File: src/rtl/sha1_pkg.sv
package sha1_pkg;

	typedef logic [31:0] word_t;
	typedef logic [4:0][31:0] state_words_t;

	typedef enum logic [2:0] {
		ST_IDLE,
		ST_PAD,
		ST_ROUND,
		ST_ADD,
		ST_OUT
	} state_t;

	typedef struct packed {
		logic       load;
		logic [7:0] load_byte;
		logic       start;
		logic       step;
	} sha1_ctl_t;

	localparam int ROUNDS = 80;
	localparam int BLOCK_BITS = 512;
	localparam int COUNT_BITS = 61;
	localparam logic [5:0] LEN_POS = 6'd56;
	localparam logic [5:0] LAST_POS = 6'd63;
	localparam logic [2:0] LAST_IDX = 3'd4;
	localparam logic [7:0] PAD_MARK = 8'h80;

	localparam state_words_t IV = {
		32'hC3D2E1F0, 32'h10325476, 32'h98BADCFE, 32'hEFCDAB89, 32'h67452301
	};

	localparam word_t K0 = 32'h5A827999;
	localparam word_t K1 = 32'h6ED9EBA1;
	localparam word_t K2 = 32'h8F1BBCDC;
	localparam word_t K3 = 32'hCA62C1D6;

	function automatic word_t round_k(input logic [6:0] rnd);
		word_t k;
		if (rnd < 7'd20) begin
			k = K0;
		end else if (rnd < 7'd40) begin
			k = K1;
		end else if (rnd < 7'd60) begin
			k = K2;
		end else begin
			k = K3;
		end
		return k;
	endfunction

	function automatic word_t round_f(input logic [6:0] rnd, input word_t b, input word_t c,
			input word_t d);
		word_t f;
		if (rnd < 7'd20) begin
			f = d ^ (b & (c ^ d));
		end else if (rnd < 7'd40) begin
			f = b ^ c ^ d;
		end else if (rnd < 7'd60) begin
			f = (b & c) | (d & (b | c));
		end else begin
			f = b ^ c ^ d;
		end
		return f;
	endfunction

endpackage

File: src/rtl/sha1_round.sv
module sha1_round (
	input  logic                  clk,
	input  logic                  arst_n,
	input  sha1_pkg::sha1_ctl_t   ctl,
	input  sha1_pkg::state_words_t cv,
	output sha1_pkg::state_words_t work,
	output logic                  round_last
);
	import sha1_pkg::*;

	logic [BLOCK_BITS-1:0] blk_q;
	state_words_t          work_q;
	logic [6:0]            rnd_q;
	word_t                 w_cur;
	word_t                 w_mix;
	word_t                 w_new;
	word_t                 t_sum;

	function automatic word_t blk_word(input logic [BLOCK_BITS-1:0] blk, input int j);
		return blk[BLOCK_BITS-1-32*j -: 32];
	endfunction

	always_comb begin
		w_cur = blk_word(blk_q, 0);
		w_mix = blk_word(blk_q, 13) ^ blk_word(blk_q, 8) ^ blk_word(blk_q, 2) ^ w_cur;
		w_new = {w_mix[30:0], w_mix[31]};
		t_sum = {work_q[0][26:0], work_q[0][31:27]}
			+ round_f(rnd_q, work_q[1], work_q[2], work_q[3])
			+ work_q[4] + round_k(rnd_q) + w_cur;
	end

	always_ff @(posedge clk) begin
		if (ctl.load) begin
			blk_q <= {blk_q[BLOCK_BITS-9:0], ctl.load_byte};
		end else if (ctl.step) begin
			blk_q <= {blk_q[BLOCK_BITS-33:0], w_new};
		end
	end

	always_ff @(posedge clk) begin
		if (ctl.start) begin
			work_q <= cv;
		end else if (ctl.step) begin
			work_q[4] <= work_q[3];
			work_q[3] <= work_q[2];
			work_q[2] <= {work_q[1][1:0], work_q[1][31:2]};
			work_q[1] <= work_q[0];
			work_q[0] <= t_sum;
		end
	end

	always_ff @(posedge clk or negedge arst_n) begin
		if (!arst_n) begin
			rnd_q <= '0;
		end else if (ctl.start) begin
			rnd_q <= '0;
		end else if (ctl.step) begin
			rnd_q <= rnd_q + 7'd1;
		end
	end

	assign work = work_q;
	assign round_last = (rnd_q == 7'(ROUNDS - 1));

endmodule

File: src/rtl/sha1_message_digest.sv
// SHA-1 hash engine that takes the message one byte per input item and gives the
// 160-bit digest as five 32-bit output items, word 0 first. While no block is full an
// item is taken every cycle; the item that completes a 64-byte block, and an item with
// end_of_message set, hold the input not ready while the single shared round unit runs
// its 80 rounds and then adds into the chaining value for each block. Finishing a
// message shifts one padding or length byte per cycle until the last block is full
// (9 to 72 bytes, compressed in one or two blocks), then presents the five
// digest words, one per accepted output item, and returns to the initial vector.
module sha1_message_digest (
	input  logic        clk,
	input  logic        arst_n,
	input  logic        in_valid,
	output logic        in_ready,
	input  logic [7:0]  data_byte,
	input  logic        byte_valid,
	input  logic        end_of_message,
	output logic        out_valid,
	input  logic        out_ready,
	output logic [31:0] digest_word,
	output logic [2:0]  word_index,
	output logic        last_word
);
	import sha1_pkg::*;

	state_t                state_q;
	state_t                state_d;
	state_words_t          cv_q;
	state_words_t          work;
	logic [COUNT_BITS-1:0] cnt_q;
	logic [5:0]            fill_q;
	logic [2:0]            idx_q;
	logic                  eom_q;
	logic                  pad_q;
	logic                  mark_q;
	logic                  len_q;
	logic                  fin_q;
	logic                  round_last;
	logic                  in_fire;
	logic                  out_fire;
	logic [63:0]           len_bits;
	logic [2:0]            len_sel;
	logic [7:0]            pad_byte;
	sha1_ctl_t             ctl;

	assign in_fire = in_valid && in_ready;
	assign out_fire = out_valid && out_ready;
	assign len_bits = {cnt_q, 3'b000};
	assign len_sel = 3'd7 - fill_q[2:0];

	always_comb begin
		state_d = state_q;
		case (state_q)
			ST_IDLE: begin
				if (in_fire) begin
					if (byte_valid && fill_q == LAST_POS) begin
						state_d = ST_ROUND;
					end else if (end_of_message) begin
						state_d = ST_PAD;
					end
				end
			end
			ST_PAD: begin
				if (fill_q == LAST_POS) begin
					state_d = ST_ROUND;
				end
			end
			ST_ROUND: begin
				if (round_last) begin
					state_d = ST_ADD;
				end
			end
			ST_ADD: begin
				if (!pad_q) begin
					state_d = eom_q ? ST_PAD : ST_IDLE;
				end else begin
					state_d = fin_q ? ST_OUT : ST_PAD;
				end
			end
			ST_OUT: begin
				if (out_fire && idx_q == LAST_IDX) begin
					state_d = ST_IDLE;
				end
			end
			default: state_d = ST_IDLE;
		endcase
	end

	always_comb begin
		in_ready = (state_q == ST_IDLE);
		out_valid = (state_q == ST_OUT);
		if (!mark_q) begin
			pad_byte = PAD_MARK;
		end else if (len_q && fill_q >= LEN_POS) begin
			pad_byte = len_bits[{len_sel, 3'b000} +: 8];
		end else begin
			pad_byte = 8'h00;
		end
		ctl.load = (in_fire && byte_valid) || (state_q == ST_PAD);
		ctl.load_byte = (state_q == ST_PAD) ? pad_byte : data_byte;
		ctl.start = (state_d == ST_ROUND) && (state_q != ST_ROUND);
		ctl.step = (state_q == ST_ROUND);
	end

	sha1_round u_round (
		.clk       (clk),
		.arst_n    (arst_n),
		.ctl       (ctl),
		.cv        (cv_q),
		.work      (work),
		.round_last(round_last)
	);

	always_ff @(posedge clk or negedge arst_n) begin
		if (!arst_n) begin
			state_q <= ST_IDLE;
			cv_q    <= IV;
			cnt_q   <= '0;
			fill_q  <= '0;
			idx_q   <= '0;
			eom_q   <= 1'b0;
			pad_q   <= 1'b0;
			mark_q  <= 1'b0;
			len_q   <= 1'b0;
			fin_q   <= 1'b0;
		end else begin
			state_q <= state_d;
			if (ctl.load) begin
				fill_q <= fill_q + 6'd1;
			end
			if (in_fire) begin
				eom_q <= end_of_message;
				if (byte_valid) begin
					cnt_q <= cnt_q + COUNT_BITS'(1);
				end
			end
			if (state_d == ST_PAD) begin
				pad_q <= 1'b1;
			end
			if (state_q == ST_PAD) begin
				mark_q <= 1'b1;
				if (fill_q == LAST_POS) begin
					if (mark_q && len_q) begin
						fin_q <= 1'b1;
					end else begin
						len_q <= 1'b1;
					end
				end else if (!mark_q) begin
					len_q <= (fill_q < LEN_POS);
				end
			end
			if (state_q == ST_ADD) begin
				for (int i = 0; i < 5; i++) begin
					cv_q[i] <= cv_q[i] + work[i];
				end
			end
			if (out_fire) begin
				if (idx_q == LAST_IDX) begin
					idx_q  <= '0;
					cv_q   <= IV;
					cnt_q  <= '0;
					fill_q <= '0;
					eom_q  <= 1'b0;
					pad_q  <= 1'b0;
					mark_q <= 1'b0;
					len_q  <= 1'b0;
					fin_q  <= 1'b0;
				end else begin
					idx_q <= idx_q + 3'd1;
				end
			end
		end
	end

	assign digest_word = cv_q[idx_q];
	assign word_index = idx_q;
	assign last_word = (idx_q == LAST_IDX);

endmodule
File: config.mk
export PLATFORM = sky130hd
export DESIGN_NAME = sha1_message_digest
export DESIGN_NICKNAME = d
export VERILOG_FILES = /design/src/rtl/sha1_pkg.sv /design/src/rtl/sha1_round.sv /design/src/rtl/sha1_message_digest.sv
export SDC_FILE = /design/constraint.sdc
export NUM_CORES = 2
export LEC_CHECK = 0
export CORE_MARGIN = 1
export CORE_UTILIZATION = 40
export DETAILED_ROUTE_END_ITERATION = 8
export DONT_BUFFER_PORTS = 1
export PLACE_DENSITY_LB_ADDON = 0.1
export SLEW_MARGIN = 20
export SYNTH_ARGS = -nofsm -noshare
export SYNTH_HDL_FRONTEND = slang
export SYNTH_SLANG_ARGS = --single-unit
File: constraint.sdc
create_clock -name clk -period 39.7 [get_ports clk]
set_input_delay 1.985 -clock clk [delete_from_list [all_inputs] [get_ports clk]]
set_output_delay 1.985 -clock clk [all_outputs]
set_load 0.02 [all_outputs]
Word level (Yosys, flattened, before mapping)
Cells that the tools add are included.
{"block": "totals", "register_bits": 917, "in_bits": 14, "out_inout_bits": 38, "wordCells": 134}
{"block": "classes", "addsub": 14, "magnitude_cmp": 6, "n_eq_ne": 10, "shift": 1, "mux": 58, "bitwise_logic": 12, "n_reduce_logical": 12}
{"operator": "512-bit 2-to-1 mux", "n": 2}
{"operator": "160-bit 2-to-1 mux", "n": 5}
{"operator": "32-bit adder", "n": 9}
{"operator": "61-bit 2-to-1 mux", "n": 4}
{"operator": "32-bit bitwise XOR", "n": 7}
{"operator": "32-bit 2-to-1 mux", "n": 6}
{"operator": "32-bit AND", "n": 3}
{"operator": "32-bit binary-select mux with 3-bit select", "n": 1}
{"operator": "32-bit OR", "n": 2}
{"operator": "64-bit by 7-bit indexed part select with 8-bit output", "n": 1}
{"operator": "61-bit by 1-bit adder with 61-bit output, second input constant", "n": 1}
{"operator": "31-bit 2-to-1 mux", "n": 1}
{"operator": "3-bit 2-to-1 mux", "n": 9}
{"operator": "8-bit 2-to-1 mux", "n": 3}
{"operator": "1-bit 2-to-1 mux", "n": 21}
{"operator": "6-bit 2-to-1 mux", "n": 3}
{"operator": "3-bit one-hot mux with 5 select lines", "n": 1}
{"operator": "7-bit by 6-bit < comparator with 1-bit output, second input constant", "n": 2}
{"operator": "7-bit 2-to-1 mux", "n": 2}
{"operator": "3-bit by 2-bit == test with 1-bit output, second input constant", "n": 3}
{"operator": "1-bit logical AND", "n": 8}
{"operator": "7-bit by 1-bit adder with 7-bit output, second input constant", "n": 1}
{"operator": "7-bit == test, second input constant", "n": 1}
{"operator": "7-bit by 5-bit < comparator with 1-bit output, second input constant", "n": 1}
{"operator": "13 further kinds", "n": 16}

Longest topological paths before layout
{"block": "depth", "ltp_word": 12, "ltp_mapped": 28, "ltp_nobuf": 25}

By module
A second synthesis with hierarchy kept.
{"block": "unflattened", "cells_unflattened": 4440, "area_unflattened_um2": 53392.5}
{"module": "sha1_round", "n_inst": 1, "cells_each": 2290, "area_each_um2": 34601.9}
{"module": "sha1_message_digest", "n_inst": 1, "cells_each": 2150, "area_each_um2": 18790.5}

Worst setup path after synthesis
OpenSTA, ideal clock, no wires.
{"block": "synth_timing", "kind": "input to register", "startpoint": "input port in_valid", "endpoint": "register u_round.blk_q[0] (enable)", "setup_time_ns": 3.689, "t_arrival_ns": 11.305, "t_required_ns": 36.011, "path_slack_ns": 24.706, "cell_stages": 6, "path_cell_list": "a21oi_1 nand2b_1 clkbuf_1 clkbuf_1 clkbuf_1 nand2_1"}
{"block": "synth_between", "elab_chain_len": 4}
{"element": "start, declared", "line_no": "sha1_message_digest.sv:12", "rtl": "input logic in_valid,"}
{"element": "1-bit logical AND", "line_no": "sha1_message_digest.sv:45", "rtl": "assign in_fire = in_valid && in_ready;"}
{"element": "1-bit logical AND", "line_no": "sha1_message_digest.sv:98", "rtl": "ctl.load = (in_fire && byte_valid) || (state_q == ST_PAD);"}
{"element": "1-bit logical OR", "line_no": "sha1_message_digest.sv:98"}
{"element": "2-bit nonzero test (no line)"}
{"element": "end signal, assigned", "line_no": "sha1_round.sv:34", "rtl": "blk_q <= {blk_q[BLOCK_BITS-9:0], ctl.load_byte};"}
{"element": "end signal, assigned", "line_no": "sha1_round.sv:36", "rtl": "blk_q <= {blk_q[BLOCK_BITS-33:0], w_new};"}
{"element": "end, declared", "line_no": "sha1_round.sv:11", "rtl": "logic [BLOCK_BITS-1:0] blk_q;"}
No other way between the ends.
A chain may end at the register's enable or synchronous reset.

Worst setup path in the final report
{"block": "layout_timing", "startpoint": "register u_round.rnd_q[4]", "endpoint": "register u_round.work_q, in the netlist u_round.work[28], data pin"}
{"block": "layout_between", "elab_chain_len": 10, "elab_cells_between_ends": 20}
{"element": "start, declared", "line_no": "sha1_round.sv:13", "rtl": "logic [6:0] rnd_q;"}
{"element": "start signal, assigned", "line_no": "sha1_round.sv:58", "rtl": "rnd_q <= rnd_q + 7'd1;"}
{"element": "7-bit by 6-bit < comparator with 1-bit output", "line_no": "sha1_pkg.sv:44, sha1_pkg.sv:59"}
{"element": "32-bit 2-to-1 mux", "line_no": "sha1_pkg.sv:59", "rtl": "end else if (rnd < 7'd60) begin"}
{"element": "32-bit 2-to-1 mux", "line_no": "sha1_pkg.sv:57", "rtl": "end else if (rnd < 7'd40) begin"}
{"element": "32-bit 2-to-1 mux", "line_no": "sha1_pkg.sv:55", "rtl": "if (rnd < 7'd20) begin"}
{"element": "32-bit adder", "line_no": "sha1_round.sv:28", "rtl": "+ round_f(rnd_q, work_q[1], work_q[2], work_q[3])"}
{"element": "32-bit adder (3 in a row)", "line_no": "sha1_round.sv:29", "rtl": "+ work_q[4] + round_k(rnd_q) + w_cur;"}
{"element": "160-bit 2-to-1 mux", "line_no": "sha1_round.sv:43", "rtl": "end else if (ctl.step) begin"}
{"element": "160-bit 2-to-1 mux (*)", "line_no": "sha1_round.sv:41", "rtl": "if (ctl.start) begin"}
{"element": "end signal, assigned", "line_no": "sha1_round.sv:42", "rtl": "work_q <= cv;"}
{"element": "end, declared", "line_no": "sha1_round.sv:12", "rtl": "state_words_t work_q;"}
Mark *: on every way between the ends. The rest lies on a longest branch, timed or not. The select of a mux whose other input is x is not followed.

==> results.py <==
metrics = {
    "timing": {
        "setup_ws_ns": 31.93,
        "number_of_hold_violations_in_the_final_report": 0,
        "worst_slew_margin_rel_pct": 19.8,
        "fmax_ghz": 0.129,
        "rsz_0062_raised_after_global_routing": "no",
        "report.final.setup_viol": 0,
        "setup_tns_final_ns": 0,
        "tcrit_tclk_final_pct": 19.6,
        "finalMaxSlewViolations": 0,
        "worst_slew_pin_slew_ns": 1.20,
        "period_minus_slack_ns": 7.77,
        "fin_worst_skew_ns": 0.0369,
    },
    "critical_path": {
        "worst-setup-path-type": "reg -> reg",
        "worstReg2RegEnd": "u_round.work[28]",
        "worst-r2r-setup-slack_ns": 31.93,
        "crit_path_start_kind": "register",
        "critical_path_fanouts_max": 35,
        "worst_ep_required_time_ns": 40.13,
        "worstRegToRegCells": 25,
        "worst_ep_arrival_time_ns": 8.20,
        "rr_startpoint": "u_round.rnd_q[4]",
        "worst_setup_path_end_kind": "register",
    },
    "finish": {
        "area.growth.synth_to_final_pct": 9.57,
        "design.final.nets": 5928,
        "finish.cell_count_without_fillers": 7442,
        "layout-drive-gt1-share_pct": 6.37,
        "finalInstanceArea_sq_um": 58700,
        "n_antenna_cell": 0,
    },
    "worst_hold_path": {
        "worstHoldStart": "cv_q[0]",
        "min_delay_path_depth": 2,
        "hold_path_end": "cv_q[0]",
        "worst_hold_path_type": "reg -> reg",
    },
    "flow_run": {
        "max-cap-violations": 0,
    },
    "synth": {
        "post_synth_inst_count": 5707,
        "muxShareOfSynthArea_pct": 2.69,
        "synth_top_flop_cell": "sky130_fd_sc_hd__edfxtp_1",
        "synthesis.nets": 6042,
        "synth_simple_gate_area_share_pct": 20.2,
        "synth-edff-count": 672,
        "synth.yosys.seq_area_share_pct": 49.3,
        "number_of_warnings_reported_in_the_yosys_synthesis_log": 0,
        "yosys.area_share.xor_xnor_pct": 5.02,
        "syn_area_per_cell_sq_um": 9.39,
        "synthesized_area_fraction_occupied_by_ao_oa_aoi_and_oai_cells_pct": 10.2,
        "async_reset_ff_share_pct": 26.7,
        "synth_top_family_by_area": "simple AND/OR/NAND/NOR gates",
        "synth.ff_latch_count": 917,
        "synth_fa_ha_area_share_pct": 9.23,
        "synth.distinct_cells": 86,
        "synth_area_sq_um": 53600,
    },
    "pwr": {
        "total_power_mw": 5.00,
        "power_leakage_nw": 25.7,
        "power.density_nw_per_um2": 85.1,
        "max-vdd-ir-drop_mv": 0.0495,
    },
    "floorplanning": {
        "die-width_um": 368,
        "top_level_ports": 52,
        "floorplan.die.height_um": 368,
        "initial_utilization_pct": 40.6,
        "area_of_the_placeable_core_sq_um": 132000,
        "floorplan.die_area_sq_um": 135000,
        "row_count": 133,
    },
    "clock_tree": {
        "cts-root-to-sink-buffers": 3,
        "clock_sink_count": 917,
        "postCtsResizedCells": 0,
        "path_clk_slew_ns": 0.06,
        "tritoncts_clock_tree": "built",
        "cts_hold_buf": 0,
        "worstSkewPairLatency_ns": 0.74,
        "post-cts-setup-buffers": 0,
        "clk_root_buffer_cell": "sky130_fd_sc_hd__clkbuf_16",
        "cts_htree_levels": 3,
        "cts-buffers-inserted": 108,
    },
    "placement": {
        "placedCellCount": 7238,
        "globalplace.congestion": 0.892,
        "dp_hpwl_um": 103000,
        "port-buffer-count": 0,
        "dp_slack_ns": 31.94,
        "postPlaceCellArea_sq_um": 55200,
    },
    "drt": {
        "routed_via_density": 5.32,
        "drt_pre_antenna_iters": 5,
        "antenna_left": 0,
        "initialDrtViolationCount": 3114,
        "total_wire_length_after_detailed_routing_um": 150000,
        "wl_per_cell_um": 20.2,
        "route.vias.total": 39575,
        "drt_drc_violations_left": 0,
    },
    "global_routing": {
        "first_global_vias": 38325,
        "grt_overflow": 0,
        "grt_start_max_net_pins": 246,
        "antenna_found_initial": 0,
        "grt_first_pass_wirelength_um": 234000,
        "grt_usage_pct": 22.1,
    },
    "outcome": {
        "run_status": "complete, no violations",
    },
}
[cells by family (layout without fill, tap and decap cells)]
kind of cell / count (synthesis) / count (layout)
AOI/OAI and AO/OA: 875 / 875
DFF: 917 / 917
buffers and inverters: 468 / 448
xor gates and xnor gates: 307 / 307
adders and majority gates: 321 / 321
and+or+nand+nor: 2692 / 2692
muxes: 127 / 127
[cell usage in the layout, fill, tap and decap left out, types with 25 or more instances in the layout]
master / count
sky130_fd_sc_hd__nand2_1: 2150
sky130_fd_sc_hd__edfxtp_1: 672
sky130_fd_sc_hd__a21oi_1: 295
sky130_fd_sc_hd__nor2_1: 231
sky130_fd_sc_hd__xnor2_1: 208
sky130_fd_sc_hd__inv_1: 201
sky130_fd_sc_hd__ha_1: 197
sky130_fd_sc_hd__o21ai_0: 187
sky130_fd_sc_hd__dfrtp_1: 162
sky130_fd_sc_hd__fa_1: 124
sky130_fd_sc_hd__clkbuf_16: 111
sky130_fd_sc_hd__mux2i_1: 107
sky130_fd_sc_hd__xor2_1: 99
sky130_fd_sc_hd__a21o_1: 87
sky130_fd_sc_hd__dfstp_2: 80
sky130_fd_sc_hd__nand3_1: 68
sky130_fd_sc_hd__o211ai_1: 52
sky130_fd_sc_hd__nand2b_1: 40
sky130_fd_sc_hd__nor3_1: 39
sky130_fd_sc_hd__buf_4: 38
sky130_fd_sc_hd__o22ai_1: 37
sky130_fd_sc_hd__and3_1: 31
sky130_fd_sc_hd__clkbuf_1: 29
sky130_fd_sc_hd__o21bai_1: 27
sky130_fd_sc_hd__o21a_1: 25
sky130_fd_sc_hd__a211oi_1: 25
[per-stage QoR]
stage                     utilization (%)  hold slack (ns)
after global placement               41.8            0.497
after floorplan                         -            0.480
final                                44.4            0.510
after detailed placement             41.8            0.503
after global routing                 44.4            0.522
after CTS                            44.4            0.512
[state kept, by name (all words and copies together), names as in the netlist]
name           cells
fill_q             6
u_round.rnd_q      7
fin_q              1
cv_q             160
cnt_q             61
u_round.blk_q    512
eom_q              1
len_q              1
state_q            3
u_round.work     160
mark_q             1
pad_q              1
word_index         3
[how the worst max path moves through the flow]
stage	startpoint	end	slack, ns	depth (start not counted)
after floorplan	in_valid	u_round.blk_q[0]	24.71	6
after detailed placement	u_round.rnd_q[4]	u_round.work[31]	31.94	26
after global routing	u_round.rnd_q[4]	u_round.work[31]	31.38	26
after CTS	u_round.rnd_q[4]	u_round.work[31]	31.87	26
final	u_round.rnd_q[4]	u_round.work[28]	31.93	25
after global placement	u_round.rnd_q[4]	u_round.work[31]	31.97	26
[worst max-delay path: stages, from the launching register on]
cell and delay [ns]:
sky130_fd_sc_hd__dfrtp_1 0.46, sky130_fd_sc_hd__a41oi_1 0.53, sky130_fd_sc_hd__inv_1 0.32, sky130_fd_sc_hd__nor2_1 0.51
sky130_fd_sc_hd__clkinv_1 0.13, sky130_fd_sc_hd__buf_4 0.28, sky130_fd_sc_hd__nand2b_1 0.46, sky130_fd_sc_hd__buf_4 0.40
sky130_fd_sc_hd__o221a_2 0.28, sky130_fd_sc_hd__fa_1 0.44, sky130_fd_sc_hd__fa_1 0.50, sky130_fd_sc_hd__inv_1 0.05
sky130_fd_sc_hd__fa_1 0.48, sky130_fd_sc_hd__inv_1 0.05, sky130_fd_sc_hd__ha_1 0.34, sky130_fd_sc_hd__a21o_1 0.19
sky130_fd_sc_hd__a21o_1 0.17, sky130_fd_sc_hd__a21o_1 0.18, sky130_fd_sc_hd__a21oi_1 0.25, sky130_fd_sc_hd__o211ai_1 0.22
sky130_fd_sc_hd__a31o_2 0.35, sky130_fd_sc_hd__a31oi_1 0.33, sky130_fd_sc_hd__nand2b_1 0.09, sky130_fd_sc_hd__a21oi_1 0.17
sky130_fd_sc_hd__xor2_1 0.17, sky130_fd_sc_hd__a21oi_1 0.08
[cells in the mapped netlist, drive strengths merged, types with 12 or more instances]
library cell / instances / area (sq um)
a211oi: 25 / 188
a21o: 87 / 653
a21oi: 295 / 1480
a31oi: 21 / 131
and2: 13 / 81.3
and3: 33 / 211
buf: 12 / 65.1
clkbuf: 254 / 953
dfrtp: 165 / 4130
dfstp: 80 / 2100
edfxtp: 672 / 20200
fa: 124 / 2480
ha: 197 / 2460
inv: 201 / 754
mux2i: 107 / 1070
mux4: 13 / 293
nand2: 2153 / 8080
nand2b: 41 / 257
nand3: 70 / 363
nand4: 20 / 125
nor2: 234 / 878
nor2b: 16 / 100
nor3: 44 / 241
o211ai: 52 / 390
o21a: 25 / 188
o21ai: 189 / 946
o21bai: 27 / 203
o221a: 22 / 248
o22ai: 37 / 231
o31ai: 14 / 105
or3: 26 / 178
xnor2: 208 / 1820
xor2: 99 / 867
[report_power, final]
part | internal, mW | total, mW | switching, mW
logic | 0.813 | 2.09 | 1.27
clock network | 0.570 | 0.999 | 0.429
registers | 1.60 | 1.91 | 0.314
total | 2.98 | 5.00 | 2.02
[per-layer routing]
layer	part of all wire (%)	GRT usage, %	up-vias
met2	44	33.6	907
met3	4.7	2.85	207
met4	2.8	6.51	0
met5	0	0	-
li1	-	-	19158
met1	48	32.7	19303
[final cells by class]
type | instances | area [sq um]
well taps | 1755 | 2200
fillers | 12943 | 73400
repair buffers | 42 | 365
clock inverters | 58 | 537
multi-input cells | 4322 | 25500
clock buffers | 146 | 2970
inverters | 202 | 758
flip-flops and latches | 917 | 26400
No activity file was read; power rests on OpenSTA's default activity.
